## config.mk

```make
export PLATFORM = sky130hd
export DESIGN_NAME = callsign_route_table_flat
export DESIGN_NICKNAME = d
export VERILOG_FILES = /design/src/design/crt_pkg.sv /design/src/design/crt_in_if.sv /design/src/design/crt_out_if.sv /design/src/design/callsign_route_table.sv /design/src/design/crt_ram.sv /design/src/flat_wrapper.sv
export SDC_FILE = /design/constraint.sdc
export NUM_CORES = 2
export LEC_CHECK = 0
export ABC_CLOCK_PERIOD_IN_PS = 27300
export BUFFER_PORTS_ARGS = -buffer_cell sky130_fd_sc_hd__buf_2
export CAP_MARGIN = 20
export CORE_MARGIN = 3
export CORE_UTILIZATION = 45
export CTS_BUF_LIST = sky130_fd_sc_hd__clkbuf_2
export DETAILED_ROUTE_END_ITERATION = 8
export GPL_TIMING_DRIVEN = 0
export MAX_ROUTING_LAYER = met4
export PLACE_DENSITY = 0.62
export SLEW_MARGIN = 20
export SYNTH_ARGS = -nofsm -noshare
export SYNTH_HDL_FRONTEND = slang
export SYNTH_MEMORY_MAX_BITS = 65536
export SYNTH_SLANG_ARGS = --single-unit
```

## constraint.sdc

```tcl
create_clock -name clk_i -period 27.3 [get_ports clk_i]
set_input_delay 2.73 -clock clk_i [delete_from_list [all_inputs] [get_ports clk_i]]
set_output_delay 2.73 -clock clk_i [all_outputs]
set_load 0.02 [all_outputs]
```

## src/design/crt_pkg.sv

```systemverilog
`default_nettype none
package crt_pkg;

  // table sizes
  localparam int unsigned ROUTE_ENTRIES = 32;
  localparam int unsigned BCAST_ENTRIES = 16;
  localparam int unsigned MAX_RESULTS   = 32;

  // field widths
  localparam int unsigned OP_W     = 3;
  localparam int unsigned CALL_W   = 56;
  localparam int unsigned IP_W     = 32;
  localparam int unsigned PORT_W   = 16;
  localparam int unsigned FLAGS_W  = 2;
  localparam int unsigned STATUS_W = 2;

  // derived widths
  localparam int unsigned ROUTE_AW = (ROUTE_ENTRIES > 1) ? $clog2(ROUTE_ENTRIES) : 1;
  localparam int unsigned BCAST_AW = (BCAST_ENTRIES > 1) ? $clog2(BCAST_ENTRIES) : 1;
  localparam int unsigned ROUTE_CW = $clog2(ROUTE_ENTRIES + 1);
  localparam int unsigned BCAST_CW = $clog2(BCAST_ENTRIES + 1);
  localparam int unsigned SCAN_CW  = (ROUTE_CW > BCAST_CW) ? ROUTE_CW : BCAST_CW;
  localparam int unsigned N_CW     = $clog2(MAX_RESULTS + 1);

  // route memory word: {broadcast mark, port, ip, callsign}
  localparam int unsigned RT_W = 1 + PORT_W + IP_W + CALL_W;

  // operation codes
  localparam logic [OP_W-1:0] OP_ADD_ROUTE = 3'd0;
  localparam logic [OP_W-1:0] OP_ADD_BCAST = 3'd1;
  localparam logic [OP_W-1:0] OP_LOOKUP    = 3'd2;
  localparam logic [OP_W-1:0] OP_BTEST     = 3'd3;
  localparam logic [OP_W-1:0] OP_LIST      = 3'd4;

  // status codes
  localparam logic [STATUS_W-1:0] ST_OK   = 2'd0;
  localparam logic [STATUS_W-1:0] ST_FULL = 2'd1;
  localparam logic [STATUS_W-1:0] ST_NONE = 2'd2;

  // callsign normalization masks
  localparam logic [7:0] NAME_AND = 8'hfe;
  localparam logic [7:0] SSID_AND = 8'h1e;
  localparam logic [7:0] SSID_OR  = 8'h60;

  typedef struct packed {
    logic [STATUS_W-1:0] status;
    logic                via_default;
    logic [IP_W-1:0]     route_ip;
    logic [PORT_W-1:0]   route_port;
    logic                is_broadcast;
  } res_t;

  // clear the low bit of each name byte, force the ssid byte pattern
  function automatic logic [CALL_W-1:0] norm_call(input logic [CALL_W-1:0] c);
    logic [CALL_W-1:0] r;
    for (int b = 1; b < 7; b++) begin
      r[b*8 +: 8] = c[b*8 +: 8] & NAME_AND;
    end
    r[7:0] = (c[7:0] & SSID_AND) | SSID_OR;
    return r;
  endfunction

endpackage
`default_nettype wire

```

## src/design/crt_in_if.sv

```systemverilog
`default_nettype none
interface crt_in_if;
  logic                             valid;
  logic                             ready;
  logic [crt_pkg::OP_W-1:0]         op;
  logic [crt_pkg::CALL_W-1:0]       callsign;
  logic [crt_pkg::IP_W-1:0]         ip_addr;
  logic [crt_pkg::PORT_W-1:0]       dst_port;
  logic [crt_pkg::FLAGS_W-1:0]      route_flags;

  modport source (output valid, op, callsign, ip_addr, dst_port, route_flags, input ready);
  modport sink   (input valid, op, callsign, ip_addr, dst_port, route_flags, output ready);
endinterface
`default_nettype wire

```

## src/design/crt_out_if.sv

```systemverilog
`default_nettype none
interface crt_out_if;
  logic                             valid;
  logic                             ready;
  logic [crt_pkg::STATUS_W-1:0]     status;
  logic                             via_default;
  logic [crt_pkg::IP_W-1:0]         route_ip;
  logic [crt_pkg::PORT_W-1:0]       route_port;
  logic                             is_broadcast;
  logic                             last;

  modport source (output valid, status, via_default, route_ip, route_port, is_broadcast, last,
                  input ready);
  modport sink   (input valid, status, via_default, route_ip, route_port, is_broadcast, last,
                  output ready);
endinterface
`default_nettype wire

```

## src/design/callsign_route_table.sv

```systemverilog
// Adds and unused ops: the result goes through the result register into the output register.
// Lookup and broadcast test walk the entries one per cycle through a registered read port:
// a hit answers once its entry is compared, a miss after the walk ends, and the default route
// is read from memory in a further state. Listing holds each marked route back until the walk
// reaches the next one; output stalls delay every result, and a new item waits for the last result.
// Reset clears counts and the default route; memory contents need no clearing pass.
`default_nettype none
module callsign_route_table (
  input  wire logic clk_i,
  input  wire logic rst_ni,
  crt_in_if.sink    req_i,
  crt_out_if.source rsp_o
);

  localparam logic [1:0] S_IDLE = 2'd0;
  localparam logic [1:0] S_SCAN = 2'd1;
  localparam logic [1:0] S_DEF  = 2'd2;
  localparam logic [1:0] S_EMIT = 2'd3;

  logic [1:0]                      state_q, state_d;
  logic [crt_pkg::SCAN_CW-1:0]     idx_q, idx_d;
  logic                            rd_vld_q, rd_vld_d;
  logic [crt_pkg::N_CW-1:0]        n_q, n_d;
  logic                            pend_q, pend_d;
  logic [crt_pkg::ROUTE_CW-1:0]    route_count_q, route_count_d;
  logic [crt_pkg::BCAST_CW-1:0]    bcast_count_q, bcast_count_d;
  logic                            def_vld_q, def_vld_d;
  logic [crt_pkg::ROUTE_AW-1:0]    def_slot_q, def_slot_d;
  logic                            out_vld_q, out_vld_d;

  logic [crt_pkg::OP_W-1:0]        op_q, op_d;
  logic [crt_pkg::CALL_W-1:0]      call_q, call_d;
  crt_pkg::res_t                   res_q, res_d;
  crt_pkg::res_t                   out_q, out_d;
  logic                            out_last_q, out_last_d;

  logic                            rt_we, rt_re;
  logic [crt_pkg::ROUTE_AW-1:0]    rt_raddr;
  logic [crt_pkg::RT_W-1:0]        rt_wdata, rt_rdata;
  logic                            bc_we, bc_re;
  logic [crt_pkg::CALL_W-1:0]      bc_rdata;

  logic [crt_pkg::CALL_W-1:0]      rt_call;
  logic [crt_pkg::IP_W-1:0]        rt_ip;
  logic [crt_pkg::PORT_W-1:0]      rt_port;
  logic                            rt_mark;
  logic [crt_pkg::CALL_W-1:0]      in_call;
  logic [crt_pkg::SCAN_CW-1:0]     scan_limit;
  logic                            out_free, stall, done, accept;

  // route and broadcast memories
  crt_ram #(
    .WIDTH (crt_pkg::RT_W),
    .DEPTH (crt_pkg::ROUTE_ENTRIES),
    .ADDR_W(crt_pkg::ROUTE_AW)
  ) u_route_ram (
    .clk_i  (clk_i),
    .we_i   (rt_we),
    .waddr_i(route_count_q[crt_pkg::ROUTE_AW-1:0]),
    .wdata_i(rt_wdata),
    .re_i   (rt_re),
    .raddr_i(rt_raddr),
    .rdata_o(rt_rdata)
  );

  crt_ram #(
    .WIDTH (crt_pkg::CALL_W),
    .DEPTH (crt_pkg::BCAST_ENTRIES),
    .ADDR_W(crt_pkg::BCAST_AW)
  ) u_bcast_ram (
    .clk_i  (clk_i),
    .we_i   (bc_we),
    .waddr_i(bcast_count_q[crt_pkg::BCAST_AW-1:0]),
    .wdata_i(in_call),
    .re_i   (bc_re),
    .raddr_i(idx_q[crt_pkg::BCAST_AW-1:0]),
    .rdata_o(bc_rdata)
  );

  // unpack route word
  assign rt_call = rt_rdata[crt_pkg::CALL_W-1:0];
  assign rt_ip   = rt_rdata[crt_pkg::CALL_W +: crt_pkg::IP_W];
  assign rt_port = rt_rdata[crt_pkg::CALL_W + crt_pkg::IP_W +: crt_pkg::PORT_W];
  assign rt_mark = rt_rdata[crt_pkg::RT_W-1];

  assign in_call  = crt_pkg::norm_call(req_i.callsign);
  assign rt_wdata = {req_i.route_flags[1], req_i.dst_port, req_i.ip_addr, in_call};

  assign accept     = req_i.valid && (state_q == S_IDLE);
  assign out_free   = !out_vld_q || rsp_o.ready;
  assign scan_limit = (op_q == crt_pkg::OP_BTEST) ? crt_pkg::SCAN_CW'(bcast_count_q)
                                                  : crt_pkg::SCAN_CW'(route_count_q);

  // sequencer
  always_comb begin
    state_d       = state_q;
    idx_d         = idx_q;
    rd_vld_d      = rd_vld_q;
    n_d           = n_q;
    pend_d        = pend_q;
    route_count_d = route_count_q;
    bcast_count_d = bcast_count_q;
    def_vld_d     = def_vld_q;
    def_slot_d    = def_slot_q;
    op_d          = op_q;
    call_d        = call_q;
    res_d         = res_q;
    out_d         = out_q;
    out_last_d    = out_last_q;
    out_vld_d     = out_vld_q && !rsp_o.ready;
    rt_we         = 1'b0;
    rt_re         = 1'b0;
    rt_raddr      = idx_q[crt_pkg::ROUTE_AW-1:0];
    bc_we         = 1'b0;
    bc_re         = 1'b0;
    stall         = 1'b0;
    done          = 1'b0;

    unique case (state_q)
      S_IDLE: begin
        if (accept) begin
          op_d   = req_i.op;
          call_d = in_call;
          res_d  = '0;
          unique case (req_i.op) inside
            crt_pkg::OP_ADD_ROUTE: begin
              if (route_count_q == crt_pkg::ROUTE_CW'(crt_pkg::ROUTE_ENTRIES)) begin
                res_d.status = crt_pkg::ST_FULL;
              end else begin
                rt_we         = 1'b1;
                route_count_d = route_count_q + crt_pkg::ROUTE_CW'(1);
                if (req_i.route_flags[0]) begin
                  def_vld_d  = 1'b1;
                  def_slot_d = route_count_q[crt_pkg::ROUTE_AW-1:0];
                end
              end
              state_d = S_EMIT;
            end
            crt_pkg::OP_ADD_BCAST: begin
              if (bcast_count_q == crt_pkg::BCAST_CW'(crt_pkg::BCAST_ENTRIES)) begin
                res_d.status = crt_pkg::ST_FULL;
              end else begin
                bc_we         = 1'b1;
                bcast_count_d = bcast_count_q + crt_pkg::BCAST_CW'(1);
              end
              state_d = S_EMIT;
            end
            crt_pkg::OP_LOOKUP, crt_pkg::OP_BTEST, crt_pkg::OP_LIST: begin
              idx_d    = '0;
              rd_vld_d = 1'b0;
              n_d      = '0;
              pend_d   = 1'b0;
              state_d  = S_SCAN;
            end
            default: begin
              res_d.status = crt_pkg::ST_NONE;
              state_d      = S_EMIT;
            end
          endcase
        end
      end

      S_SCAN: begin
        // compare the entry held on the registered read port
        if (rd_vld_q) begin
          case (op_q)
            crt_pkg::OP_LOOKUP: begin
              if (rt_call == call_q) begin
                res_d              = '0;
                res_d.status       = crt_pkg::ST_OK;
                res_d.route_ip     = rt_ip;
                res_d.route_port   = rt_port;
                state_d            = S_EMIT;
                done               = 1'b1;
              end
            end
            crt_pkg::OP_BTEST: begin
              if (bc_rdata == call_q) begin
                res_d              = '0;
                res_d.status       = crt_pkg::ST_OK;
                res_d.is_broadcast = 1'b1;
                state_d            = S_EMIT;
                done               = 1'b1;
              end
            end
            default: begin
              // listing: hold one route back so the final one can carry last
              if (rt_mark) begin
                if (pend_q && !out_free) begin
                  stall = 1'b1;
                end else begin
                  if (pend_q) begin
                    out_d      = res_q;
                    out_last_d = 1'b0;
                    out_vld_d  = 1'b1;
                  end
                  res_d            = '0;
                  res_d.status     = crt_pkg::ST_OK;
                  res_d.route_ip   = rt_ip;
                  res_d.route_port = rt_port;
                  pend_d           = 1'b1;
                  n_d              = n_q + crt_pkg::N_CW'(1);
                  if (n_q == crt_pkg::N_CW'(crt_pkg::MAX_RESULTS - 1)) begin
                    state_d = S_EMIT;
                    done    = 1'b1;
                  end
                end
              end
            end
          endcase
        end

        // issue the next read, or wrap up once the walk has drained
        if (!stall && !done) begin
          if (idx_q < scan_limit) begin
            if (op_q == crt_pkg::OP_BTEST) begin
              bc_re = 1'b1;
            end else begin
              rt_re = 1'b1;
            end
            idx_d    = idx_q + crt_pkg::SCAN_CW'(1);
            rd_vld_d = 1'b1;
          end else begin
            rd_vld_d = 1'b0;
            if (!rd_vld_q) begin
              if (op_q == crt_pkg::OP_LOOKUP && def_vld_q) begin
                rt_re    = 1'b1;
                rt_raddr = def_slot_q;
                state_d  = S_DEF;
              end else begin
                if (!(op_q == crt_pkg::OP_LIST && pend_q)) begin
                  res_d        = '0;
                  res_d.status = crt_pkg::ST_NONE;
                end
                state_d = S_EMIT;
              end
            end
          end
        end
      end

      S_DEF: begin
        res_d             = '0;
        res_d.status      = crt_pkg::ST_OK;
        res_d.via_default = 1'b1;
        res_d.route_ip    = rt_ip;
        res_d.route_port  = rt_port;
        state_d           = S_EMIT;
      end

      S_EMIT: begin
        if (out_free) begin
          out_d      = res_q;
          out_last_d = 1'b1;
          out_vld_d  = 1'b1;
          state_d    = S_IDLE;
        end
      end

      default: begin
        state_d = S_IDLE;
      end
    endcase
  end

  // control state
  always_ff @(posedge clk_i or negedge rst_ni) begin
    if (!rst_ni) begin
      state_q       <= S_IDLE;
      idx_q         <= '0;
      rd_vld_q      <= 1'b0;
      n_q           <= '0;
      pend_q        <= 1'b0;
      route_count_q <= '0;
      bcast_count_q <= '0;
      def_vld_q     <= 1'b0;
      def_slot_q    <= '0;
      out_vld_q     <= 1'b0;
    end else begin
      state_q       <= state_d;
      idx_q         <= idx_d;
      rd_vld_q      <= rd_vld_d;
      n_q           <= n_d;
      pend_q        <= pend_d;
      route_count_q <= route_count_d;
      bcast_count_q <= bcast_count_d;
      def_vld_q     <= def_vld_d;
      def_slot_q    <= def_slot_d;
      out_vld_q     <= out_vld_d;
    end
  end

  // payload registers
  always_ff @(posedge clk_i) begin
    op_q       <= op_d;
    call_q     <= call_d;
    res_q      <= res_d;
    out_q      <= out_d;
    out_last_q <= out_last_d;
  end

  // ports
  assign req_i.ready        = (state_q == S_IDLE);
  assign rsp_o.valid        = out_vld_q;
  assign rsp_o.status       = out_q.status;
  assign rsp_o.via_default  = out_q.via_default;
  assign rsp_o.route_ip     = out_q.route_ip;
  assign rsp_o.route_port   = out_q.route_port;
  assign rsp_o.is_broadcast = out_q.is_broadcast;
  assign rsp_o.last         = out_last_q;

endmodule
`default_nettype wire

```

## src/design/crt_ram.sv

```systemverilog
`default_nettype none
module crt_ram #(
  parameter int unsigned WIDTH  = 8,
  parameter int unsigned DEPTH  = 2,
  parameter int unsigned ADDR_W = (DEPTH > 1) ? $clog2(DEPTH) : 1
) (
  input  wire logic              clk_i,
  input  wire logic              we_i,
  input  wire logic [ADDR_W-1:0] waddr_i,
  input  wire logic [WIDTH-1:0]  wdata_i,
  input  wire logic              re_i,
  input  wire logic [ADDR_W-1:0] raddr_i,
  output logic      [WIDTH-1:0]  rdata_o
);

  logic [WIDTH-1:0] mem [DEPTH];

  // write port
  always_ff @(posedge clk_i) begin
    if (we_i) begin
      mem[waddr_i] <= wdata_i;
    end
  end

  // registered read port, holds its data when not enabled
  always_ff @(posedge clk_i) begin
    if (re_i) begin
      rdata_o <= mem[raddr_i];
    end
  end

endmodule
`default_nettype wire

```

## src/flat_wrapper.sv

```systemverilog
// flat-port wrapper written by rule: the top's interface ports become plain ports
module callsign_route_table_flat 
  (clk_i, rst_ni, req_i_valid, req_i_op, req_i_callsign, req_i_ip_addr, req_i_dst_port, req_i_route_flags, req_i_ready, rsp_o_valid, rsp_o_status, rsp_o_via_default, rsp_o_route_ip, rsp_o_route_port, rsp_o_is_broadcast, rsp_o_last, rsp_o_ready);
  crt_in_if req_i_i ();
  crt_out_if rsp_o_i ();
  input  wire logic clk_i;
  input  wire logic rst_ni;
  input wire logic [$bits(req_i_i.valid)-1:0] req_i_valid;
  input wire logic [$bits(req_i_i.op)-1:0] req_i_op;
  input wire logic [$bits(req_i_i.callsign)-1:0] req_i_callsign;
  input wire logic [$bits(req_i_i.ip_addr)-1:0] req_i_ip_addr;
  input wire logic [$bits(req_i_i.dst_port)-1:0] req_i_dst_port;
  input wire logic [$bits(req_i_i.route_flags)-1:0] req_i_route_flags;
  output wire logic [$bits(req_i_i.ready)-1:0] req_i_ready;
  output wire logic [$bits(rsp_o_i.valid)-1:0] rsp_o_valid;
  output wire logic [$bits(rsp_o_i.status)-1:0] rsp_o_status;
  output wire logic [$bits(rsp_o_i.via_default)-1:0] rsp_o_via_default;
  output wire logic [$bits(rsp_o_i.route_ip)-1:0] rsp_o_route_ip;
  output wire logic [$bits(rsp_o_i.route_port)-1:0] rsp_o_route_port;
  output wire logic [$bits(rsp_o_i.is_broadcast)-1:0] rsp_o_is_broadcast;
  output wire logic [$bits(rsp_o_i.last)-1:0] rsp_o_last;
  input wire logic [$bits(rsp_o_i.ready)-1:0] rsp_o_ready;
  assign req_i_i.valid = req_i_valid;
  assign req_i_i.op = req_i_op;
  assign req_i_i.callsign = req_i_callsign;
  assign req_i_i.ip_addr = req_i_ip_addr;
  assign req_i_i.dst_port = req_i_dst_port;
  assign req_i_i.route_flags = req_i_route_flags;
  assign req_i_ready = req_i_i.ready;
  assign rsp_o_valid = rsp_o_i.valid;
  assign rsp_o_status = rsp_o_i.status;
  assign rsp_o_via_default = rsp_o_i.via_default;
  assign rsp_o_route_ip = rsp_o_i.route_ip;
  assign rsp_o_route_port = rsp_o_i.route_port;
  assign rsp_o_is_broadcast = rsp_o_i.is_broadcast;
  assign rsp_o_last = rsp_o_i.last;
  assign rsp_o_i.ready = rsp_o_ready;
  callsign_route_table u_core (.clk_i(clk_i), .rst_ni(rst_ni), .req_i(req_i_i), .rsp_o(rsp_o_i));
endmodule
```

Yosys cells after proc, flatten, opt, wreduce, memory -nomap -nowiden
Memory sizes are Yosys's and may differ from the RTL's. A register that Yosys moved wholly into a read port is not among the register bits.
Index checks and enable logic that the tools add are counted.
{"block": "op_classes", "addsub": 4, "n_lt_le_gt_ge": 1, "eq_ne": 25, "muxes": 113, "bitwise": 2, "reduce_logical": 29}
{"op": "$mux W52", "n": 17}
{"op": "$pmux W52 S2", "n": 2}
{"op": "$pmux W52 S3", "n": 1}
{"op": "$eq A56 B56 Y1", "n": 2}
{"op": "$mux W1", "n": 57}
{"op": "$mux W6", "n": 9}
{"op": "$mux W5", "n": 5}
{"op": "$mux W2", "n": 12}
{"op": "$pmux W6 S2", "n": 2}
{"op": "$add A6 B1 Y6 const B", "n": 3}
{"op": "$ne A2 B1 Y1 const B", "n": 7}
{"op": "$reduce_and A7 Y1", "n": 2}
{"op": "$eq A3 B2 Y1 const B", "n": 4}
{"op": "$reduce_and A4 Y1", "n": 3}
{"op": "$pmux W1 S2", "n": 5}
{"op": "$reduce_and A5 Y1", "n": 2}
{"op": "$pmux W2 S4", "n": 1}
{"op": "$eq A3 B3 Y1 const B", "n": 2}
{"op": "$eq A6 B5 Y1 const B", "n": 1}
{"op": "$eq A6 B6 Y1 const B", "n": 1}
{"op": "$logic_and A1 B1 Y1", "n": 6}
{"op": "$lt A6 B6 Y1", "n": 1}
{"op": "$ne A2 B2 Y1 const B", "n": 3}
{"op": "$pmux W2 S3", "n": 1}
{"op": "16 further kinds", "n": 25}
{"block": "word_totals", "regBits": 349, "ramBits": 3776, "input_bits": 113, "out_inout_bits": 55, "elab_cells": 201, "mem_count": 2}
{"memory": "u_core.u_route_ram.mem", "depth": 32, "width": 95, "read_ports": 1, "rd_clocked_by_memory_dff": 1, "write_ports": 1, "line_no": "crt_ram.sv:16", "rtl": "logic [WIDTH-1:0] mem [DEPTH];"}
{"memory": "u_core.u_bcast_ram.mem", "depth": 16, "width": 46, "read_ports": 1, "rd_clocked_by_memory_dff": 1, "write_ports": 1, "line_no": "crt_ram.sv:16"}

Longest topological paths before layout
{"block": "logic_depth", "ltp_word": 14, "mapped_depth": 17, "mapped_depth_nobuf": 14}

Modules after synthesis
From an unflattened synthesis, not the netlist that was laid out.
{"block": "hier_totals", "cells_unflattened": 8190, "area_unflattened_um2": 174394.8}
{"mod": "crt_ram (u_core.u_route_ram)", "instances": 1, "cells_each": 6119, "area_each_um2": 130609.0}
{"mod": "crt_ram (u_core.u_bcast_ram)", "instances": 1, "cells_each": 1445, "area_each_um2": 35238.8}
{"mod": "callsign_route_table", "instances": 1, "cells_each": 626, "area_each_um2": 8546.9}

Worst setup path before layout
Ideal clock, no wire load.
{"block": "synth_path", "path_kind": "input-to-reg", "from": "in rsp_o_ready", "to": "reg u_core.u_route_ram.rdata_o[100], read port of u_core.u_route_ram.mem (enable)", "t_arrival_ns": 10.714, "required_time_ns": 26.612, "slack_ns": 15.898, "cell_stages": 8, "path_cell_list": "nor2b_1 -> nand2_1 -> nand2_1 -> a21oi_1 -> o21ai_0 -> nand2_1 -> buf_2 -> o31ai_1"}
{"block": "synth_via", "elab_chain_cells": 12, "elab_cells_between_ends": 20, "cone_classes": "mux (14); reduce/logical (6)"}
{"element": "start: declaration", "line_no": "flat_wrapper.sv:22", "rtl": "input wire logic [$bits(rsp_o_i.ready)-1:0] rsp_o_ready;"}
{"element": "$logic_or A1 B1 Y1 *", "line_no": "callsign_route_table.sv:90", "rtl": "assign out_free = !out_vld_q || rsp_o.ready;"}
{"element": "$logic_not A1 Y1 *", "line_no": "callsign_route_table.sv:189", "rtl": "if (pend_q && !out_free) begin"}
{"element": "$logic_and A1 B1 Y1 *", "line_no": "callsign_route_table.sv:189"}
{"element": "$mux W1", "line_no": "callsign_route_table.sv:189"}
{"element": "$mux W1", "line_no": "callsign_route_table.sv:188", "rtl": "if (rt_mark) begin"}
{"element": "$pmux W1 S2 or $mux W1 (tied branches)", "line_no": "callsign_route_table.sv:166", "rtl": "case (op_q)"}
{"element": "$mux W1", "line_no": "callsign_route_table.sv:165", "rtl": "if (rd_vld_q) begin"}
{"element": "$mux W1", "line_no": "callsign_route_table.sv:119", "rtl": "unique case (state_q)"}
{"element": "$logic_not A1 Y1", "line_no": "callsign_route_table.sv:214", "rtl": "if (!stall && !done) begin"}
{"element": "$logic_and A1 B1 Y1 *", "line_no": "callsign_route_table.sv:214"}
{"element": "$mux W1 *", "line_no": "callsign_route_table.sv:214"}
{"element": "$mux W1 *", "line_no": "callsign_route_table.sv:119"}
{"element": "net u_core.rt_re", "line_no": "callsign_route_table.sv:37", "rtl": "logic rt_we, rt_re;"}
{"element": "end: declaration", "line_no": "crt_ram.sv:13", "rtl": "output logic [WIDTH-1:0] rdata_o"}
Mark *: on every way through the listed nets, which the timed path passes. The rest lies on a longest branch. The select of a mux whose other input is x is not followed.
A chain may end at the register's enable or synchronous reset.

Worst setup path after layout
{"block": "layout_path", "from": "reg u_core.op_q[1] in the netlist's numbering", "to": "reg u_core.u_route_ram.rdata_o[26], read port of u_core.u_route_ram.mem (data pin)"}
{"block": "layout_via", "elab_chain_cells": 9, "elab_cells_between_ends": 26, "cone_classes": "order compare (1); eq/ne (2); mux (18); reduce/logical (5)"}
{"element": "start: declaration", "line_no": "callsign_route_table.sv:31", "rtl": "logic [crt_pkg::OP_W-1:0] op_q, op_d;"}
{"element": "start signal: assignment", "line_no": "callsign_route_table.sv:295", "rtl": "op_q <= op_d;"}
{"element": "branches (longest 9 deep; another with $lt A6 B6 Y1)"}
Several ways; the timed one is not identified. The select of a mux whose other input is x is not followed.

==> flow_metrics.py <==
metrics = {
    "worst_setup_path": {
        "worstSetupStartpointType": "flip-flop",
        "crit_chain": "nor2b_1 -> and2_1 -> a21oi_1 -> ha_1 -> nor3b_1 -> mux2i_4 -> o211a_1 -> nor2_2 -> buf_4 -> buf_2 -> buf_2 -> clkbuf_1 -> nand4_1 -> nand4_1 -> nand4_1",
        "cp.arrival_ps": 8200,
        "cp_common_cell": "nand4_1",
        "cp_slowest_cell": "buf_2",
        "critical_path.max_stage_delay_ps": 730,
        "critical_path_class": "flip-flop to flip-flop",
        "r2r-start": "u_core.op_q[1]",
        "endpoint_kind": "flip-flop",
        "startpoint": "u_core.op_q[1]",
        "cp_num_buf_inv": 4,
        "crit_family": "simple AND/OR/NAND/NOR gates",
        "required_ps": 28970,
        "path_max_fanout": 10,
    },
    "cts": {
        "cts_max_level": 6,
        "cts.sinks": 4105,
        "cts_resized": 0,
        "clkLatencyLatePin_ps": 2410,
        "holdBufCountCts": 0,
        "clk_pin_slew_ps": 130,
        "clockRootBuffer": "clkbuf_2",
        "tritoncts": "built",
        "numCtsBuffers": 950,
        "clock_path_buffers": 4,
        "post_cts_buffers": 0,
    },
    "final_layout": {
        "final_cell_mix": "4,071 x edfxtp_1, 1,387 x clkbuf_2, 1,261 x nand2_1, 629 x nand3_1, 441 x mux2i_1",
        "fin_nets": 10221,
        "layout-drive-gt1-share": 0.258,
        "final_common_cell": "edfxtp_1",
        "final_cell_area_um2": 178000,
        "area.growth.synth_to_final_pct": 13.3,
    },
    "logic_synthesis": {
        "yosys.area.top_type": "edfxtp_1",
        "ys_ff_latch": 4105,
        "ys.warnings.count": 0,
        "syn_avg_cell_area_um2": 18.0,
        "syn_area_um2": 157000,
        "synth_cell_types": 75,
        "synth_fp_nets": 8850,
        "ys_seq_area_frac": 0.784,
        "synth_area_leaders": "edfxtp_1 78%, mux4_2 6.3%, nand2_1 3.0%",
        "synth_edf_count": 4071,
        "async_reset_ff_frac": 0.00828,
        "ys.flop_type": "edfxtp_1",
        "synth_top_area_share": 0.779,
        "synth_cells": 8718,
    },
    "place": {
        "dp_hpwl_um": 315000,
        "placed_cell_area_um2": 169000,
        "place.gp.congestion": 0.911,
        "port_buffers": 157,
        "place_ws_ps": 20420,
    },
    "floorplan": {
        "core_area_um2": 347000,
        "rows": 216,
        "num_io_pins": 168,
        "start_util": 0.453,
        "die_area_um2": 356000,
        "fp.dieW_um": 597,
        "die-height_um": 597,
    },
    "outcome": {
        "violations": "DRC",
        "outcome": "finished, violations left",
    },
    "sta": {
        "finalSetupViolations": 0,
        "fmax_ghz": 0.153,
        "fin_hold_ws_ps": 420,
        "hold_viol_final": 0,
        "rsz0062_at_grt": "false",
        "period_needed_ps": 6530,
        "period_share": 0.239,
        "slew_violations": 0,
        "slew_headroom": 0.164,
        "setup_tns_ps": 0,
        "tightest_slew_ps": 1250,
        "layout_setup_ws_ps": 20770,
        "fin_skew_ps": 298,
    },
    "power_and_ir_drop": {
        "ir_worst_vdd_mv": 0.0847,
        "p_total_uw": 17600,
        "p_per_area_nw_per_um2": 98.7,
        "p_leak_uw": 0.0588,
    },
    "drt": {
        "wl_per_cell_um": 30.0,
        "via_per_inst": 5.91,
        "first_pass_iters": 9,
        "routed_wl_um": 463000,
        "first_iter_violations": 12180,
        "via_count": 91242,
        "drc_errors": 5,
        "route.antenna.remaining_nets": 0,
    },
    "min_path": {
        "hp-start": "u_core.res_q[30]",
        "hp-class": "flip-flop to flip-flop",
    },
    "global_routing": {
        "antenna_found_initial": 63,
        "grt_pass1_vias": 89808,
        "grt-ovfl-total": 0,
        "grt.total_usage": 0.264,
        "grt_pass1_wl_um": 650000,
        "grt_max_degree": 50,
    },
    "run": {
        "maxCapViolations": 0,
    },
}
-- per-stage QoR --
| stage | utilization | cells |
|---|---|---|
| 2_1_floorplan | - | 8718 |
| 3_3_place_gp | 0.471 | 13453 |
| 3_5_place_dp | 0.488 | 13712 |
| 4_1_cts | 0.513 | 15382 |
| 5_1_grt | 0.513 | 15426 |
| 6_report | 0.513 | 15437 |
-- cells by family after synthesis --
family,share of synthesized area
DFF,0.784
and+or+nand+nor,0.0638
muxes,0.0923
AOI/OAI and AO/OA,0.0367
buffers and inverters,0.0157
xor gates and xnor gates,0.00558
adders and majority gates,0.00151
-- sequential cells by signal, summed over array words and instances (netlist names), 2 cells and up --
register,count
u_core.route_count_q,6
u_core.u_bcast_ram.mem,736
u_core.bcast_count_q,5
u_core.rsp_o.route_port,16
u_core.n_q,6
u_core.call_q,46
u_core.u_bcast_ram.rdata_o,46
u_core.def_slot_q,5
u_core.rsp_o.route_ip,32
u_core.op_q,3
u_core.idx_q,6
u_core.res_q,52
u_core.state_q,2
u_core.rsp_o.status,2
u_core.u_route_ram.rdata_o,95
u_core.u_route_ram.mem,3040
-- synthesized netlist by cell type (all sizes together) (6+ instances only) --
master     n
mux2i    445
mux4     440
nand2   1262
nand4     40
dfrtp     34
clkbuf   146
a22oi      9
nor4     156
nor2      82
o22ai    272
o21ai     27
buf      359
xnor2     95
nand3    630
a21oi    228
o211ai    63
a32o      60
o32ai     30
a31oi     73
nor3      16
edfxtp  4071
inv       10
a22o      49
mux2       6
a221oi     9
a32oi     14
ha        19
nand2b     7
-- report_power, final --
| group | internal, uW | switching [uW] | leakage, uW | total, uW |
|---|---|---|---|---|
| registers | 7250 | 135 | 0.0372 | 7380 |
| logic | 2080 | 4230 | 0.0151 | 6310 |
| clock network | 1440 | 2430 | 0.00647 | 3860 |
| total | 10800 | 6790 | 0.0588 | 17600 |
-- final timing paths --
| kind | to | slack (ps) | depth (start not counted) |
|---|---|---|---|
| setup reg to reg | u_core.u_route_ram.rdata_o[26] | 20770 | 15 |
| min in group asynchronous | u_core.bcast_count_q[1] | 690 | 1 |
| hold / removal | u_core.rsp_o.route_ip[13] | 420 | 0 |
| setup / recovery | u_core.u_route_ram.rdata_o[26] | 20770 | 15 |
| max in group asynchronous | u_core.idx_q[1] | 26050 | 1 |
| hold reg to reg | u_core.rsp_o.route_ip[13] | 420 | 0 |
-- metal layers --
metal | vias up | part of all wire | track usage
li1 | 38224 | - | -
met1 | 46536 | 0.38 | 0.343
met2 | 5603 | 0.47 | 0.398
met3 | 879 | 0.11 | 0.0677
met4 | 0 | 0.041 | 0.108
met5 | - | 0 | -
-- layout make-up --
cell class,instances,area (um^2)
Inverter,11,41.3
Clock buffer,1366,6840
Buffer,505,2460
Clock inverter,304,1690
Antenna cell,52,130
Fill cell,28414,169000
Sequential cell,4105,123000
Multi-Input combinational cell,4097,31800
Timing Repair Buffer,419,6110
Tap cell,4578,5730
Note: power is estimated with default switching activity, not from simulation.
